<file path="src/rtl/wsd_pkg.sv">
// Package for the WebSocket client-frame deframer.
// Holds the parser phase type, the result word layout and the protocol codes.
// No dependencies; every other file of the block imports it.
package wsd_pkg;

  // Width of the payload length register; the extended length wraps at this width
  localparam int unsigned LEN_W = 64;

  // Queue depth between the parser and the output stage
  localparam int unsigned Q_DEPTH = 2;
  localparam int unsigned Q_PTR_W = (Q_DEPTH > 1) ? $clog2(Q_DEPTH) : 1;
  localparam int unsigned Q_CNT_W = $clog2(Q_DEPTH + 1);

  // Header fields
  localparam logic [3:0] OP_TEXT   = 4'h1;
  localparam logic [3:0] OP_BINARY = 4'h2;
  localparam logic [3:0] OP_CLOSE  = 4'h8;
  localparam logic [6:0] LEN7_EXT16 = 7'd126;
  localparam logic [6:0] LEN7_EXT64 = 7'd127;
  localparam logic [3:0] EXT16_BYTES = 4'd2;
  localparam logic [3:0] EXT64_BYTES = 4'd8;

  // Message types
  localparam logic [1:0] MT_TEXT   = 2'd0;
  localparam logic [1:0] MT_BINARY = 2'd1;
  localparam logic [1:0] MT_CLOSE  = 2'd2;

  // Status codes
  localparam logic [1:0] ST_OK         = 2'd0;
  localparam logic [1:0] ST_FIN_CLEAR  = 2'd1;
  localparam logic [1:0] ST_MASK_CLEAR = 2'd2;
  localparam logic [1:0] ST_BAD_OPCODE = 2'd3;

  typedef enum logic [2:0] {
    PH_HDR0    = 3'd0,
    PH_HDR1    = 3'd1,
    PH_EXTLEN  = 3'd2,
    PH_MASK    = 3'd3,
    PH_PAYLOAD = 3'd4
  } phase_t;

  typedef struct packed {
    logic       empty_message;
    logic [1:0] status;
    logic [1:0] msg_type;
    logic       end_of_message;
    logic [7:0] payload_byte;
  } result_t;

endpackage

</file>
<file path="src/rtl/websocket_frame_deframer.sv">
// Client-to-server WebSocket deframer: takes one frame byte per cycle on the
// slave stream and returns unmasked payload bytes on the master stream, tagged
// with message type, status and a last flag. A byte is taken every cycle while
// the two-entry result queue has room, so the sustained rate is one byte per
// cycle while the master stream does not stall; a result passes through the
// queue and then the output register. Header, length and mask bytes give no
// word; a zero-length frame gives one empty word, and a bad header gives one
// error word after which all bytes are swallowed until reset. Depends on
// wsd_pkg, wsd_parser, wsd_queue and wsd_out.
module websocket_frame_deframer (
  input  logic       clk,
  input  logic       rst,
  input  logic       s_axis_tvalid,
  output logic       s_axis_tready,
  input  logic [7:0] s_axis_tdata,   // data_byte[7:0]
  output logic       m_axis_tvalid,
  input  logic       m_axis_tready,
  output logic [7:0] m_axis_tdata,   // payload_byte[7:0]
  output logic [4:0] m_axis_tuser,   // msg_type[1:0], status[3:2], empty_message[4]
  output logic       m_axis_tlast    // end_of_message
);
  import wsd_pkg::*;

  logic    res_valid;
  result_t res;
  logic    q_full, q_valid, q_pop;
  result_t q_head;

  assign s_axis_tready = !q_full;

  wsd_parser u_parser (
    .clk       (clk),
    .rst       (rst),
    .in_valid  (s_axis_tvalid),
    .in_ready  (s_axis_tready),
    .in_data   (s_axis_tdata),
    .res_valid (res_valid),
    .res       (res)
  );

  wsd_queue u_queue (
    .clk       (clk),
    .rst       (rst),
    .push      (res_valid),
    .push_data (res),
    .full      (q_full),
    .pop       (q_pop),
    .not_empty (q_valid),
    .head      (q_head)
  );

  wsd_out u_out (
    .clk           (clk),
    .rst           (rst),
    .q_valid       (q_valid),
    .q_head        (q_head),
    .q_pop         (q_pop),
    .m_axis_tvalid (m_axis_tvalid),
    .m_axis_tready (m_axis_tready),
    .m_axis_tdata  (m_axis_tdata),
    .m_axis_tuser  (m_axis_tuser),
    .m_axis_tlast  (m_axis_tlast)
  );

endmodule

</file>
<file path="src/rtl/wsd_parser.sv">
// Front end of the deframer: walks the frame header, length, mask and payload
// one byte per cycle while in_ready is high and no bad header has halted it,
// and produces at most one result word per byte. Depends on wsd_pkg.
module wsd_parser (
  input  logic             clk,
  input  logic             rst,
  input  logic             in_valid,
  input  logic             in_ready,
  input  logic [7:0]       in_data,
  output logic             res_valid,
  output wsd_pkg::result_t res
);
  import wsd_pkg::*;

  phase_t            phase, phase_next;
  logic [1:0]        frame_type, frame_type_next;
  logic [1:0]        pend_err, pend_err_next;
  logic [3:0]        ext_left, ext_left_next;
  logic [LEN_W-1:0]  payload_left, payload_left_next;
  logic [31:0]       mask_word, mask_word_next;
  logic [1:0]        byte_index, byte_index_next;
  logic              halted, halted_next;

  logic              step;
  logic [6:0]        len7;
  logic [1:0]        hdr1_status;
  logic [7:0]        mask_byte;
  logic [LEN_W-1:0]  payload_dec;
  logic              last_byte;
  logic [1:0]        op_type;
  logic [1:0]        op_err;

  assign step        = in_valid && in_ready && !halted;
  assign len7        = in_data[6:0];
  assign payload_dec = payload_left - LEN_W'(1);
  assign last_byte   = (payload_dec == '0);
  // Key byte 0 sits in the top byte of the mask word
  assign mask_byte   = mask_word[{~byte_index, 3'b111} -: 8];

  // FIN clear beats MASK clear
  always_comb begin
    hdr1_status = pend_err;
    if (pend_err != ST_FIN_CLEAR && !in_data[7]) begin
      hdr1_status = ST_MASK_CLEAR;
    end
  end

  always_comb begin
    op_type = MT_TEXT;
    op_err  = ST_OK;
    unique case (in_data[3:0])
      OP_TEXT:   op_type = MT_TEXT;
      OP_BINARY: op_type = MT_BINARY;
      OP_CLOSE:  op_type = MT_CLOSE;
      default:   op_err  = ST_BAD_OPCODE;
    endcase
    if (!in_data[7]) begin
      op_err = ST_FIN_CLEAR;
    end
  end

  // Next phase
  always_comb begin
    phase_next = phase;
    if (step) begin
      unique case (phase)
        PH_HDR0: phase_next = PH_HDR1;
        PH_HDR1: begin
          if (hdr1_status != ST_OK) begin
            phase_next = PH_HDR0;
          end else if (len7 == LEN7_EXT16 || len7 == LEN7_EXT64) begin
            phase_next = PH_EXTLEN;
          end else begin
            phase_next = PH_MASK;
          end
        end
        PH_EXTLEN: begin
          if (ext_left == 4'd1) begin
            phase_next = PH_MASK;
          end
        end
        PH_MASK: begin
          if (byte_index == 2'd3) begin
            phase_next = (payload_left == '0) ? PH_HDR0 : PH_PAYLOAD;
          end
        end
        PH_PAYLOAD: begin
          if (last_byte) begin
            phase_next = PH_HDR0;
          end
        end
        default: phase_next = PH_HDR0;
      endcase
    end
  end

  // Datapath registers
  always_comb begin
    frame_type_next   = frame_type;
    pend_err_next     = pend_err;
    ext_left_next     = ext_left;
    payload_left_next = payload_left;
    mask_word_next    = mask_word;
    byte_index_next   = byte_index;
    halted_next       = halted;
    if (step) begin
      unique case (phase)
        PH_HDR0: begin
          frame_type_next = op_type;
          pend_err_next   = op_err;
        end
        PH_HDR1: begin
          if (hdr1_status != ST_OK) begin
            halted_next = 1'b1;
          end else begin
            byte_index_next = 2'd0;
            mask_word_next  = '0;
            if (len7 == LEN7_EXT16) begin
              ext_left_next     = EXT16_BYTES;
              payload_left_next = '0;
            end else if (len7 == LEN7_EXT64) begin
              ext_left_next     = EXT64_BYTES;
              payload_left_next = '0;
            end else begin
              ext_left_next     = 4'd0;
              payload_left_next = LEN_W'(len7);
            end
          end
        end
        PH_EXTLEN: begin
          payload_left_next = {payload_left[LEN_W-9:0], in_data};
          ext_left_next     = ext_left - 4'd1;
        end
        PH_MASK: begin
          mask_word_next  = {mask_word[23:0], in_data};
          byte_index_next = byte_index + 2'd1;
        end
        PH_PAYLOAD: begin
          payload_left_next = payload_dec;
          byte_index_next   = byte_index + 2'd1;
        end
        default: ;
      endcase
    end
  end

  // Result word
  always_comb begin
    res_valid = 1'b0;
    res       = '0;
    if (step) begin
      unique case (phase)
        PH_HDR1: begin
          if (hdr1_status != ST_OK) begin
            res_valid          = 1'b1;
            res.status         = hdr1_status;
            res.end_of_message = 1'b1;
          end
        end
        PH_MASK: begin
          if (byte_index == 2'd3 && payload_left == '0) begin
            res_valid          = 1'b1;
            res.msg_type       = frame_type;
            res.end_of_message = 1'b1;
            res.empty_message  = 1'b1;
          end
        end
        PH_PAYLOAD: begin
          res_valid          = 1'b1;
          res.payload_byte   = in_data ^ mask_byte;
          res.msg_type       = frame_type;
          res.end_of_message = last_byte;
        end
        default: ;
      endcase
    end
  end

  always_ff @(posedge clk) begin
    if (rst) begin
      phase        <= PH_HDR0;
      frame_type   <= 2'd0;
      pend_err     <= ST_OK;
      ext_left     <= 4'd0;
      payload_left <= '0;
      mask_word    <= '0;
      byte_index   <= 2'd0;
      halted       <= 1'b0;
    end else begin
      phase        <= phase_next;
      frame_type   <= frame_type_next;
      pend_err     <= pend_err_next;
      ext_left     <= ext_left_next;
      payload_left <= payload_left_next;
      mask_word    <= mask_word_next;
      byte_index   <= byte_index_next;
      halted       <= halted_next;
    end
  end

endmodule

</file>
<file path="src/rtl/wsd_queue.sv">
// Short result queue between the parser and the output stage.
// Depends on wsd_pkg for the result word and the depth.
module wsd_queue (
  input  logic             clk,
  input  logic             rst,
  input  logic             push,
  input  wsd_pkg::result_t push_data,
  output logic             full,
  input  logic             pop,
  output logic             not_empty,
  output wsd_pkg::result_t head
);
  import wsd_pkg::*;

  result_t              mem [Q_DEPTH];
  logic [Q_PTR_W-1:0]   wr_ptr, rd_ptr;
  logic [Q_CNT_W-1:0]   count;
  logic                 do_push, do_pop;

  assign full      = (count == Q_CNT_W'(Q_DEPTH));
  assign not_empty = (count != '0);
  assign do_push   = push && !full;
  assign do_pop    = pop && not_empty;
  assign head      = mem[rd_ptr];

  always_ff @(posedge clk) begin
    if (do_push) begin
      mem[wr_ptr] <= push_data;
    end
  end

  always_ff @(posedge clk) begin
    if (rst) begin
      wr_ptr <= '0;
      rd_ptr <= '0;
      count  <= '0;
    end else begin
      if (do_push) begin
        wr_ptr <= (wr_ptr == Q_PTR_W'(Q_DEPTH - 1)) ? '0 : wr_ptr + Q_PTR_W'(1);
      end
      if (do_pop) begin
        rd_ptr <= (rd_ptr == Q_PTR_W'(Q_DEPTH - 1)) ? '0 : rd_ptr + Q_PTR_W'(1);
      end
      unique case ({do_push, do_pop})
        2'b10:   count <= count + Q_CNT_W'(1);
        2'b01:   count <= count - Q_CNT_W'(1);
        default: count <= count;
      endcase
    end
  end

endmodule

</file>
<file path="src/rtl/wsd_out.sv">
// Back end of the deframer: output register that drives the master stream.
// Depends on wsd_pkg for the result word.
module wsd_out (
  input  logic             clk,
  input  logic             rst,
  input  logic             q_valid,
  input  wsd_pkg::result_t q_head,
  output logic             q_pop,
  output logic             m_axis_tvalid,
  input  logic             m_axis_tready,
  output logic [7:0]       m_axis_tdata,  // payload_byte[7:0]
  output logic [4:0]       m_axis_tuser,  // msg_type[1:0], status[3:2], empty_message[4]
  output logic             m_axis_tlast
);
  import wsd_pkg::*;

  result_t hold;
  logic    load;

  // Reload from the queue head, when it holds a word, whenever the register is empty or its word is taken
  assign load  = q_valid && (!m_axis_tvalid || m_axis_tready);
  assign q_pop = load;

  always_ff @(posedge clk) begin
    if (rst) begin
      m_axis_tvalid <= 1'b0;
    end else if (load) begin
      m_axis_tvalid <= 1'b1;
    end else if (m_axis_tready) begin
      m_axis_tvalid <= 1'b0;
    end
  end

  always_ff @(posedge clk) begin
    if (load) begin
      hold <= q_head;
    end
  end

  assign m_axis_tdata = hold.payload_byte;
  assign m_axis_tuser = {hold.empty_message, hold.status, hold.msg_type};
  assign m_axis_tlast = hold.end_of_message;

endmodule
</file>
<file path="config.mk">
export PLATFORM = sky130hd
export DESIGN_NAME = websocket_frame_deframer
export DESIGN_NICKNAME = d
export VERILOG_FILES = /design/src/rtl/wsd_pkg.sv /design/src/rtl/websocket_frame_deframer.sv /design/src/rtl/wsd_parser.sv /design/src/rtl/wsd_queue.sv /design/src/rtl/wsd_out.sv
export SDC_FILE = /design/constraint.sdc
export NUM_CORES = 1
export LEC_CHECK = 0
export BUFFER_PORTS_ARGS = -buffer_cell sky130_fd_sc_hd__buf_2
export CAP_MARGIN = 10
export CORE_MARGIN = 8
export CORE_UTILIZATION = 57
export DETAILED_ROUTE_END_ITERATION = 6
export GPL_ROUTABILITY_DRIVEN = 0
export PLACE_DENSITY_LB_ADDON = 0.08
export SYNTH_ARGS = -nofsm -noshare
export SYNTH_HDL_FRONTEND = slang
export SYNTH_SLANG_ARGS = --single-unit
</file>
<file path="constraint.sdc">
create_clock -name clk -period 3.5 [get_ports clk]
set_clock_uncertainty 0.2 [all_clocks]
set_input_delay 0.525 -clock clk [delete_from_list [all_inputs] [get_ports clk]]
set_output_delay 0.525 -clock clk [all_outputs]
set_load 0.02 [all_outputs]
</file>
==> reports/metrics.yaml, run 1 <==
hold_path:
  min_path_cells: 3
  worstHoldStart: "s_axis_tvalid"
  min_to: "u_parser.halted"
  hp-class: "input pin to flip-flop"
job:
  cap_violations: 0
critical_path:
  rr_worst_depth: 12
  worst_path_max_delay_cell: "or4_4"
  cp_data_arrival_time_ps: 3540
  r2r-start: "u_parser.payload_left[1]"
  worstPathCellList: "inv_2 -> ha_1 -> or3b_4 -> nor3_4 -> buf_4 -> and4_4 -> buf_4 -> nand4_1 -> a22oi_2 -> nand4_1 -> or4_4 -> o21ai_2"
  crit_path_max_incr_delay_ps: 580
  worst_setup_path_end_kind: "flip-flop"
  start_kind: "flip-flop"
  r2r_end: "u_queue.mem[0][8]"
  timing.reg2reg.setup_slack_ps: 30
  required_ps: 3570
  path_class: "flip-flop to flip-flop"
  path_max_fanout: 6
timing:
  max_slew.worst_pin.slew_ps: 1220
  max_freq_mhz: 289
  period_share_pct: 99.0
  finalWorstSetupSlack_ps: 34.3
  setup_violations: 0
  drv_slew: 0
  finalHoldViolCount: 0
  relSlewSlack_pct: 18.7
  period_minus_slack_ps: 3470
routing:
  wl_met3_mm: 2.01
  drt-pass1-iter-count: 5
  viasPerCell: 6.31
  topRoutingLayerUsed: "met4"
  drt_wl_total_mm: 25.1
  drt.antenna.violating_nets: 0
  vias: 8556
  wire_per_inst_um: 18.5
  met2WireLength_mm: 11.4
  wl_met1_mm: 11.2
  drcViolationCount: 0
  first_iter_violations: 889
placed_design:
  post-place-ws_ps: 44.3
  hpwl_mm: 16.7
  place_inst: 1320
  portBuffers: 27
die:
  die_x_um: 141
  core_area_um2: 15300
  rows: 45
  die-area_um2: 20000
  die_h_um: 141
  start_util_pct: 58.6
  ioPinCount: 28
clock_tree:
  clockBufferDepth: 2
  clkTransAtPathRegs_ps: 60
  clk_latency_ps: 430
  h-tree-depth: 4
  cts_tree: "done"
  cts_root_buf: "clkbuf_16"
  cts_made_buffers: 17
  cts_sinks: 157
yosys:
  synth_warnings: 0
  synthesis.nets: 1114
  async_flop_share_pct: 0
  ys_ff_latch: 157
  synthCells: 1096
  synth_cell_type_count: 72
  ys.flop_type: "dfxtp_1"
  synth-edff-count: 42
  yosysSeqAreaShare_pct: 39.8
  avgSynthCellArea_um2: 8.16
  syn_area_um2: 8940
global_route:
  grt_start_max_net_pins: 71
  grt_remaining_overflow: 0
  grt_pass1_vias: 7896
  grt_usage_pct: 25.3
  antenna_found_initial: 0
  grt_pass1_wl_mm: 41.2
status:
  outcome: "finished clean"
power_and_ir_drop:
  finalPower_w: 0.00770
  p_leak_nw: 3.73
  pwr_density_cell_nw_per_um2: 743
  ir_drop_v: 0.000488
layout:
  drive_gt1_share_pct: 19.3
  final_common_cell: "nor2_1"
  final_cell_count_no_fill: 1357
  nNetsFinal: 1151
  fillCellCount: 1272
  multi_input_area_um2: 4980
  final_cell_mix: "154 x nor2_1, 112 x dfxtp_1, 97 x buf_4, 94 x a21oi_1, 87 x nand2_1"
  regArea_um2: 3570
  diodes: 0
  areaGrowthSynthToFinish_pct: 15.8
==> through the flow <==
step	hold slack [ps]	TNS, ps	util, %	cell area, um^2
floorplan	229	-1390	-	8940
global placement	236	0	63.4	9680
detailed placement	245	0	63.4	9680
CTS	180	0	67.1	10200
global route	202	-228	67.9	10400
finish	189	0	67.9	10400
==> metal layers <==
metal	GRT usage, %	vias up
met1	35.5	4041
met5	0	-
met2	38.3	394
met4	8.14	0
li1	-	4076
met3	5.13	45
==> what timing repair did <==
item,CTS,global route
gates resized for setup,0,21
hold buffers,0,0
setup endpoints to repair,0,28
buffers inserted,0,5
==> cells by family (layout without fill, tap and decap cells) <==
logic type                 after synthesis  count (layout)  synth area share (%)
AOI/OAI and AO/OA                      258             258                  18.3
xor gates and xnor gates                42              42                  4.11
adders and majority gates                6               6                 0.839
buffers and inverters                  123             173                  5.55
DFF                                    157             157                  39.8
muxes                                   25              25                  4.11
and+or+nand+nor                        485             485                  27.2
==> final cells by class <==
cell class	instances	area share [%]
multi-input cells	816	48.0
flip-flops and latches	157	34.4
repair buffers	129	9.13
clock buffers	18	4.14
well taps	211	2.55
clock inverters	14	1.30
inverters	12	0.435
==> how the worst max path moves through the flow <==
| stage | cells past startpoint | to | slack [ps] | startpoint |
|---|---|---|---|---|
| final | 12 | u_queue.mem[0][8] | 30 | u_parser.payload_left[1] |
| after global routing | 12 | u_queue.mem[0][8] | -90 | u_parser.payload_left[1] |
| after CTS | 9 | u_queue.count[1] | 30 | u_parser.payload_left[58] |
| after detailed placement | 9 | u_queue.count[1] | 40 | u_parser.payload_left[58] |
| after global placement | 9 | u_queue.count[1] | 100 | u_parser.payload_left[58] |
| after floorplan | 7 | u_queue.mem[0][0] | -50 | u_parser.payload_left[57] |
==> synthesized netlist by cell type (4+ instances only) <==
library cell,count,share of area [%]
o211ai_1,4,0.34
nand2_1,88,3.7
ha_1,6,0.84
nor3_1,59,3.3
a2bb2oi_1,4,0.39
a311oi_1,7,0.69
a221oi_1,15,1.5
or4_4,4,0.50
nand3_1,45,2.5
nand4_1,13,0.91
a22oi_1,20,1.7
xor2_1,17,1.7
a31oi_1,6,0.42
a211oi_1,12,1.0
nand2b_1,12,0.84
a21oi_1,94,5.3
clkbuf_1,92,3.9
or2_2,5,0.35
o21ai_0,47,2.6
nor3b_1,7,0.59
and2_1,5,0.35
inv_1,12,0.50
mux2_2,14,1.8
nor2_1,155,6.5
a22o_1,8,0.78
or4_1,15,1.3
dfxtp_1,115,26
nor4_1,39,2.7
o21a_1,4,0.34
o31ai_1,11,0.92
edfxtp_1,42,14
mux4_2,8,2.0
buf_2,7,0.39
xnor2_1,25,2.4
nand3b_1,5,0.42
buf_1,8,0.34
or3_1,8,0.56
==> critical path, delay by kind of cell, from the launching register on <==
kind / cells / cell delay [ps]
compound gates: 2 / 400
fa+ha+maj: 1 / 160
buf+inv: 3 / 410
simple gates: 6 / 1800
flops: 1 / 360
==> report_power, final <==
part | leakage (nW) | internal [W] | switching [W]
Combinational | 2.17 | 0.00148 | 0.00220
Clock | 0.267 | 0.000994 | 0.000800
Sequential | 1.29 | 0.00207 | 0.000165
==> flip-flops by register name, indices dropped and copies added, names as in the netlist <==
signal	count
u_out.m_axis_tdata	8
u_out.m_axis_tlast	1
u_out.m_axis_tuser	5
u_out.m_axis_tvalid	1
u_parser.byte_index	2
u_parser.ext_left	4
u_parser.frame_type	2
u_parser.halted	1
u_parser.mask_word	32
u_parser.payload_left	64
u_parser.pend_err	2
u_parser.phase	3
u_queue.count	2
u_queue.mem	28
u_queue.rd_ptr	1
u_queue.wr_ptr	1
(Power assumes the default switching activity.)
==> inputs of run 2 (changes only) <==
--- a/config.mk
+++ b/config.mk
@@ -8,7 +8,7 @@
 export BUFFER_PORTS_ARGS = -buffer_cell sky130_fd_sc_hd__buf_2
 export CAP_MARGIN = 10
 export CORE_MARGIN = 8
-export CORE_UTILIZATION = 57
+export CORE_UTILIZATION = 30
 export DETAILED_ROUTE_END_ITERATION = 6
 export GPL_ROUTABILITY_DRIVEN = 0
 export PLACE_DENSITY_LB_ADDON = 0.08
==> reports/metrics.yaml, run 2 (synthesis results as in run 1) <==
routing:
  drt_wl_total_mm: 29.9  # +19%
  first_iter_violations: 681  # -23%
  drt-pass1-iter-count: 5  # unchanged
  viasPerCell: 5.38  # -15%
  wl_met3_mm: 1.05  # -48%
  vias: 8394  # -1.9%
  wl_met1_mm: 15.1  # +35%
  topRoutingLayerUsed: "met4"
  wire_per_inst_um: 19.2  # +3.8%
  drcViolationCount: 0  # unchanged
  met2WireLength_mm: 13.4  # +17%
  drt.antenna.violating_nets: 0  # unchanged
placed_design:
  portBuffers: 27  # unchanged
  place_inst: 1524  # +15%
  hpwl_mm: 20.3  # +22%
  post-place-ws_ps: -108  # -153 ps
layout:
  diodes: 0  # unchanged
  drive_gt1_share_pct: 21.4  # +2.1 points
  final_common_cell: "nor2_1"
  final_cell_count_no_fill: 1559  # +15%
  nNetsFinal: 1174  # +2.0%
  areaGrowthSynthToFinish_pct: 20.9
  largest_reg_flops: 64  # unchanged
  top_register: "u_parser.payload_left"
  final_cell_mix: "154 x nor2_1, 121 x buf_4, 114 x dfxtp_1, 93 x a21oi_1, 87 x nand2_1"
  top_regs: "u_parser.payload_left: 64 flops, u_parser.mask_word: 32 flops, u_queue.mem: 28 flops"
  fillCellCount: 3156  # +150%
die:
  rows: 63  # +40%
  die_x_um: 189  # +34%
  die_h_um: 189  # +34%
  core_area_um2: 29500  # +93%
  die-area_um2: 35600  # +78%
  start_util_pct: 30.3  # -28 points
  ioPinCount: 28  # unchanged
global_route:
  grt_start_max_net_pins: 59  # -17%
  grt_usage_pct: 16.7  # -8.7 points
  grt_remaining_overflow: 0  # unchanged
  grt_pass1_vias: 8079  # +2.3%
  grt_pass1_wl_mm: 47.7  # +16%
  antenna_found_initial: 0  # unchanged
clock_tree:
  clk_latency_ps: 430  # about the same
  cts_made_buffers: 17  # unchanged
  cts_sinks: 157  # unchanged
  h-tree-depth: 4  # unchanged
  clkTransAtPathRegs_ps: 70  # about the same
  holdBufCountCts: 0  # unchanged
  cts_root_buf: "clkbuf_16"
  clockBufferDepth: 2  # unchanged
  cts_tree: "done"
timing:
  relSlewSlack_pct: 51.6  # +33 points
  finalWorstSetupSlack_ps: 45.2  # +10.9 ps
  max_slew.worst_pin.slew_ps: 725  # -495 ps
  max_freq_mhz: 289  # +0.32%
  drv_slew: 0  # unchanged
  grt_setup_unrepaired: "true"
  period_minus_slack_ps: 3450  # -10.9 ps
  period_share_pct: 98.7  # -0.31 points
  setup_violations: 0  # unchanged
  finalHoldViolCount: 0  # unchanged
critical_path:
  worst_setup_path_end_kind: "flip-flop"
  required_ps: 3580  # about the same
  path_max_fanout: 6  # unchanged
  path_class: "flip-flop to flip-flop"
  start_kind: "flip-flop"
  cp_data_arrival_time_ps: 3530  # about the same
power_and_ir_drop:
  p_leak_nw: 3.87  # +3.8%
  pwr_density_cell_nw_per_um2: 736  # -0.96%
  ir_drop_v: 0.000315  # -35%
  finalPower_w: 0.00796  # +3.4%
job:
  cap_violations: 0  # unchanged
status:
  outcome: "finished clean"
hold_path:
  hp-class: "input pin to flip-flop"
## run 2: path summary, 6_finish.rpt
path / start / to / slack, ps / depth (start not counted)
max reg2reg: u_parser.payload_left[22] / u_queue.mem[0][8] / 50 / 9
min reg2reg: u_parser.mask_word[26] / u_parser.mask_word[26] / 250 / 2
min: s_axis_tvalid / u_parser.halted / 180 / 3
max: u_parser.payload_left[22] / u_queue.mem[0][8] / 50 / 9
## run 2: metal layers
metal | GRT usage, % | vias to the layer above
met3 | 2.37 | 24
li1 | - | 4127
met1 | 24.3 | 4068
met4 | 4.63 | 0
met2 | 25.1 | 175
met5 | 0 | -
## run 2: layout make-up
class | count | area (um^2) | area share, %
clock inverter | 15 | 150 | 1.39
multi-input combinational | 816 | 5000 | 46.3
tap | 390 | 488 | 4.51
sequential | 157 | 3560 | 33.0
inverter | 12 | 45.0 | 0.416
timing repair buffer | 152 | 1140 | 10.5
clock buffer | 17 | 425 | 3.93
## run 2: what timing repair did
action / 4_1_cts / 5_1_grt
cloned: 0 / 0
setup buffers: 0 / 3
endpoints found under the setup margin: 22 / 29
resized for setup: 1 / 23
pin swaps: 0 / 13
## run 2: power breakdown
group	switching (W)	leakage (nW)	total, W	internal [W]
Combinational	0.00230	2.30	0.00390	0.00160
Sequential	0.000149	1.29	0.00222	0.00207
Clock	0.000898	0.279	0.00185	0.000950
Total	0.00334	3.87	0.00796	0.00462
## run 2: through the flow
step	hold WS (ps)	cell area (um^2)	TNS [ps]	util (%)
floorplan	229	8940	-1390	-
global placement	236	10100	-5.31	34.3
detailed placement	244	10100	-908	34.3
CTS	163	10700	0	36.3
global route	191	10800	-34.2	36.7
finish	176	10800	0	36.7
## run 2: critical path, cell delays in order (launching register included)
cell and delay, ps:
dfxtp_2 320, or4_4 600, nor4_4 260, buf_4 180
nand4_4 100, or4b_4 490, a221oi_2 260, nand4_1 160
or4_4 590, o21ai_4 150
==> inputs of run 3 (changes only) <==
--- a/config.mk
+++ b/config.mk
@@ -5,11 +5,12 @@
 export SDC_FILE = /design/constraint.sdc
 export NUM_CORES = 1
 export LEC_CHECK = 0
-export BUFFER_PORTS_ARGS = -buffer_cell sky130_fd_sc_hd__buf_2
 export CAP_MARGIN = 10
 export CORE_MARGIN = 8
 export CORE_UTILIZATION = 30
+export CTS_BUF_LIST = sky130_fd_sc_hd__clkbuf_4 sky130_fd_sc_hd__clkbuf_8
 export DETAILED_ROUTE_END_ITERATION = 6
+export DONT_BUFFER_PORTS = 1
 export GPL_ROUTABILITY_DRIVEN = 0
 export PLACE_DENSITY_LB_ADDON = 0.08
 export SYNTH_ARGS = -nofsm -noshare
==> reports/metrics.yaml, run 3 (synthesis results as in run 1) <==
status:
  outcome: "finished clean"
power_and_ir_drop:
  pwr_density_cell_nw_per_um2: 709  # -3.8%
  p_leak_nw: 3.76  # -2.8%
  ir_drop_v: 0.000280  # -11%
layout:
  final_cell_mix: "154 x nor2_1, 126 x buf_4, 114 x dfxtp_1, 94 x a21oi_1, 87 x nand2_1"
  diodes: 0  # unchanged
  final_common_cell: "nor2_1"
  drive_gt1_share_pct: 20.0  # -1.4 points
  top_regs: "u_parser.payload_left: 64 flops, u_parser.mask_word: 32 flops, u_queue.mem: 28 flops"
  nNetsFinal: 1162  # -1.0%
  top_register: "u_parser.payload_left"
  largest_reg_flops: 64  # unchanged
  final_area_um2: 10700  # -1.3%
  areaGrowthSynthToFinish_pct: 19.4
  utilization_pct: 36.2  # -0.46 points
global_route:
  grt_pass1_vias: 8049  # -0.37%
  grt_start_max_net_pins: 116  # +97%
  antenna_found_initial: 0  # unchanged
  grt_usage_pct: 17.1  # +0.44 points
  grt_pass1_wl_mm: 48.5  # +1.7%
  grt_remaining_overflow: 0  # unchanged
critical_path:
  r2r-start: "u_parser.payload_left[31]"
  r2r_end: "u_queue.mem[1][8]"
  worst_setup_path_end_kind: "flip-flop"
  path_class: "flip-flop to flip-flop"
  rr_worst_depth: 9  # unchanged
  path_max_fanout: 3  # -3
  crit_path_max_incr_delay_ps: 580  # -20 ps
  cp_common_cell: "or4_4"
  worst_path_max_delay_cell: "or4_4"
  start_kind: "flip-flop"
  cp_data_arrival_time_ps: 3510  # -20 ps
  worstPathCellList: "or4_4 -> nor4_4 -> buf_4 -> nand4_2 -> or4b_4 -> a221oi_2 -> nand4_1 -> or4_4 -> o21ai_4"
  timing.reg2reg.setup_slack_ps: 100  # +60 ps
  required_ps: 3620  # +40 ps
timing:
  setup_violations: 0  # unchanged
  max_slew.worst_pin.slew_ps: 794  # +69.3 ps
  drv_slew: 0  # unchanged
  period_minus_slack_ps: 3400  # -58.7 ps
  period_share_pct: 97.0  # -1.7 points
  relSlewSlack_pct: 47.0  # -4.6 points
  max_freq_mhz: 294  # +1.7%
  finalHoldViolCount: 0  # unchanged
  grt_setup_unrepaired: "false"
die:
  rows: 63  # unchanged
  start_util_pct: 30.3  # unchanged
  die_h_um: 189  # unchanged
  die_x_um: 189  # unchanged
  die-area_um2: 35600  # unchanged
  ioPinCount: 28  # unchanged
  core_area_um2: 29500  # unchanged
hold_path:
  min_path_cells: 2  # -1
  hp-class: "input pin to flip-flop"
  worstHoldStart: "rst"
  min_to: "u_parser.phase[2]"
routing:
  drt-pass1-iter-count: 5  # unchanged
  first_iter_violations: 623  # -8.5%
  drt_wl_total_mm: 31.0  # +3.7%
  wire_per_inst_um: 20.1  # +4.5%
  vias: 8442  # +0.57%
  drcViolationCount: 0  # unchanged
  viasPerCell: 5.46  # +1.4%
  drt.antenna.violating_nets: 0  # unchanged
clock_tree:
  clk_latency_ps: 470  # +40 ps
  clkTransAtPathRegs_ps: 110  # +40 ps
  cts_made_buffers: 17  # unchanged
  cts_root_buf: "clkbuf_8"
  cts_tree: "done"
  clockBufferDepth: 2  # unchanged
  cts_sinks: 157  # unchanged
  h-tree-depth: 4  # unchanged
placed_design:
  place_area_um2: 10000  # -0.89%
  hpwl_mm: 20.3  # +0.16%
  portBuffers: 0  # -100%
job:
  cap_violations: 0  # unchanged
## run 3: changes by cell type in the layout (fill, tap and decap cells not counted), moves of 2 or more
cell	before	now
clkinv_8	2	6
buf_4	121	126
clkbuf_8	0	17
buf_2	26	0
clkbuf_16	17	0
inv_6	3	1
dlygate4sd3_1	0	9
## run 3: area by class of cell
type                       count  area [um^2]
fill                        3114        18800
timing repair buffer         140         1140
clock inverter                15          190
inverter                      12         45.0
clock buffer                  17          234
tap                          390          488
sequential                   157         3570
multi-input combinational    816         5010
## run 3: critical path, delay by kind of cell, from the launching register on
kind	cells	cell delay, ps
AND/OR/NAND/NOR	6	2160
AO/OA/AOI/OAI	2	400
flip-flops	1	320
buffers and inverters	1	170
## run 3: per-layer routing
layer / GRT usage, % / part of all wire, % / up-vias
li1: - / - / 4097
met1: 25.5 / 51 / 4146
met2: 26.1 / 45 / 177
met3: 1.68 / 3.2 / 22
met4: 3.85 / 0.95 / 0
met5: 0 / 0 / -
## run 3: where the power goes
| group | internal, W | switching, W |
|---|---|---|
| logic | 0.00157 | 0.00219 |
| registers | 0.00207 | 0.000251 |
| clock network | 0.000557 | 0.000923 |
## run 3: worst max path at each step
stage	from	to	slack [ps]	cells after the start
finish	u_parser.payload_left[31]	u_queue.mem[1][8]	100	9
detailed placement	u_parser.payload_left[57]	u_queue.count[1]	-130	9
global placement	u_parser.payload_left[57]	u_queue.count[1]	-10	9
floorplan	u_parser.payload_left[57]	u_queue.mem[0][0]	-50	7
CTS	u_parser.payload_left[31]	u_queue.mem[1][8]	5	9
global route	u_parser.payload_left[31]	u_queue.mem[1][8]	20	9
## run 3: metrics by stage
step / cells / setup TNS [ps] / hold slack (ps) / power [W] / worst slack (ps)
2_1_floorplan: 1096 / -1390 / 229 / 0.00453 / -49.7
3_3_place_gp: 1505 / -10.5 / 234 / 0.00597 / -10.5
3_5_place_dp: 1505 / -2140 / 240 / 0.00595 / -134
4_1_cts: 1547 / 0 / 3.30 / 0.00751 / 4.52
5_1_grt: 1547 / 0 / 19.0 / 0.00807 / 15.2
6_report: 1547 / 0 / 34.3 / 0.00757 / 104
## run 3: timing repair
action                                  CTS  global route
endpoints found under the setup margin   26            30
hold buffers                             10             0
resized for setup                         2            24
pin swaps                                 0             9
buffers inserted                          0             0
endpoints found under the hold margin   115             0
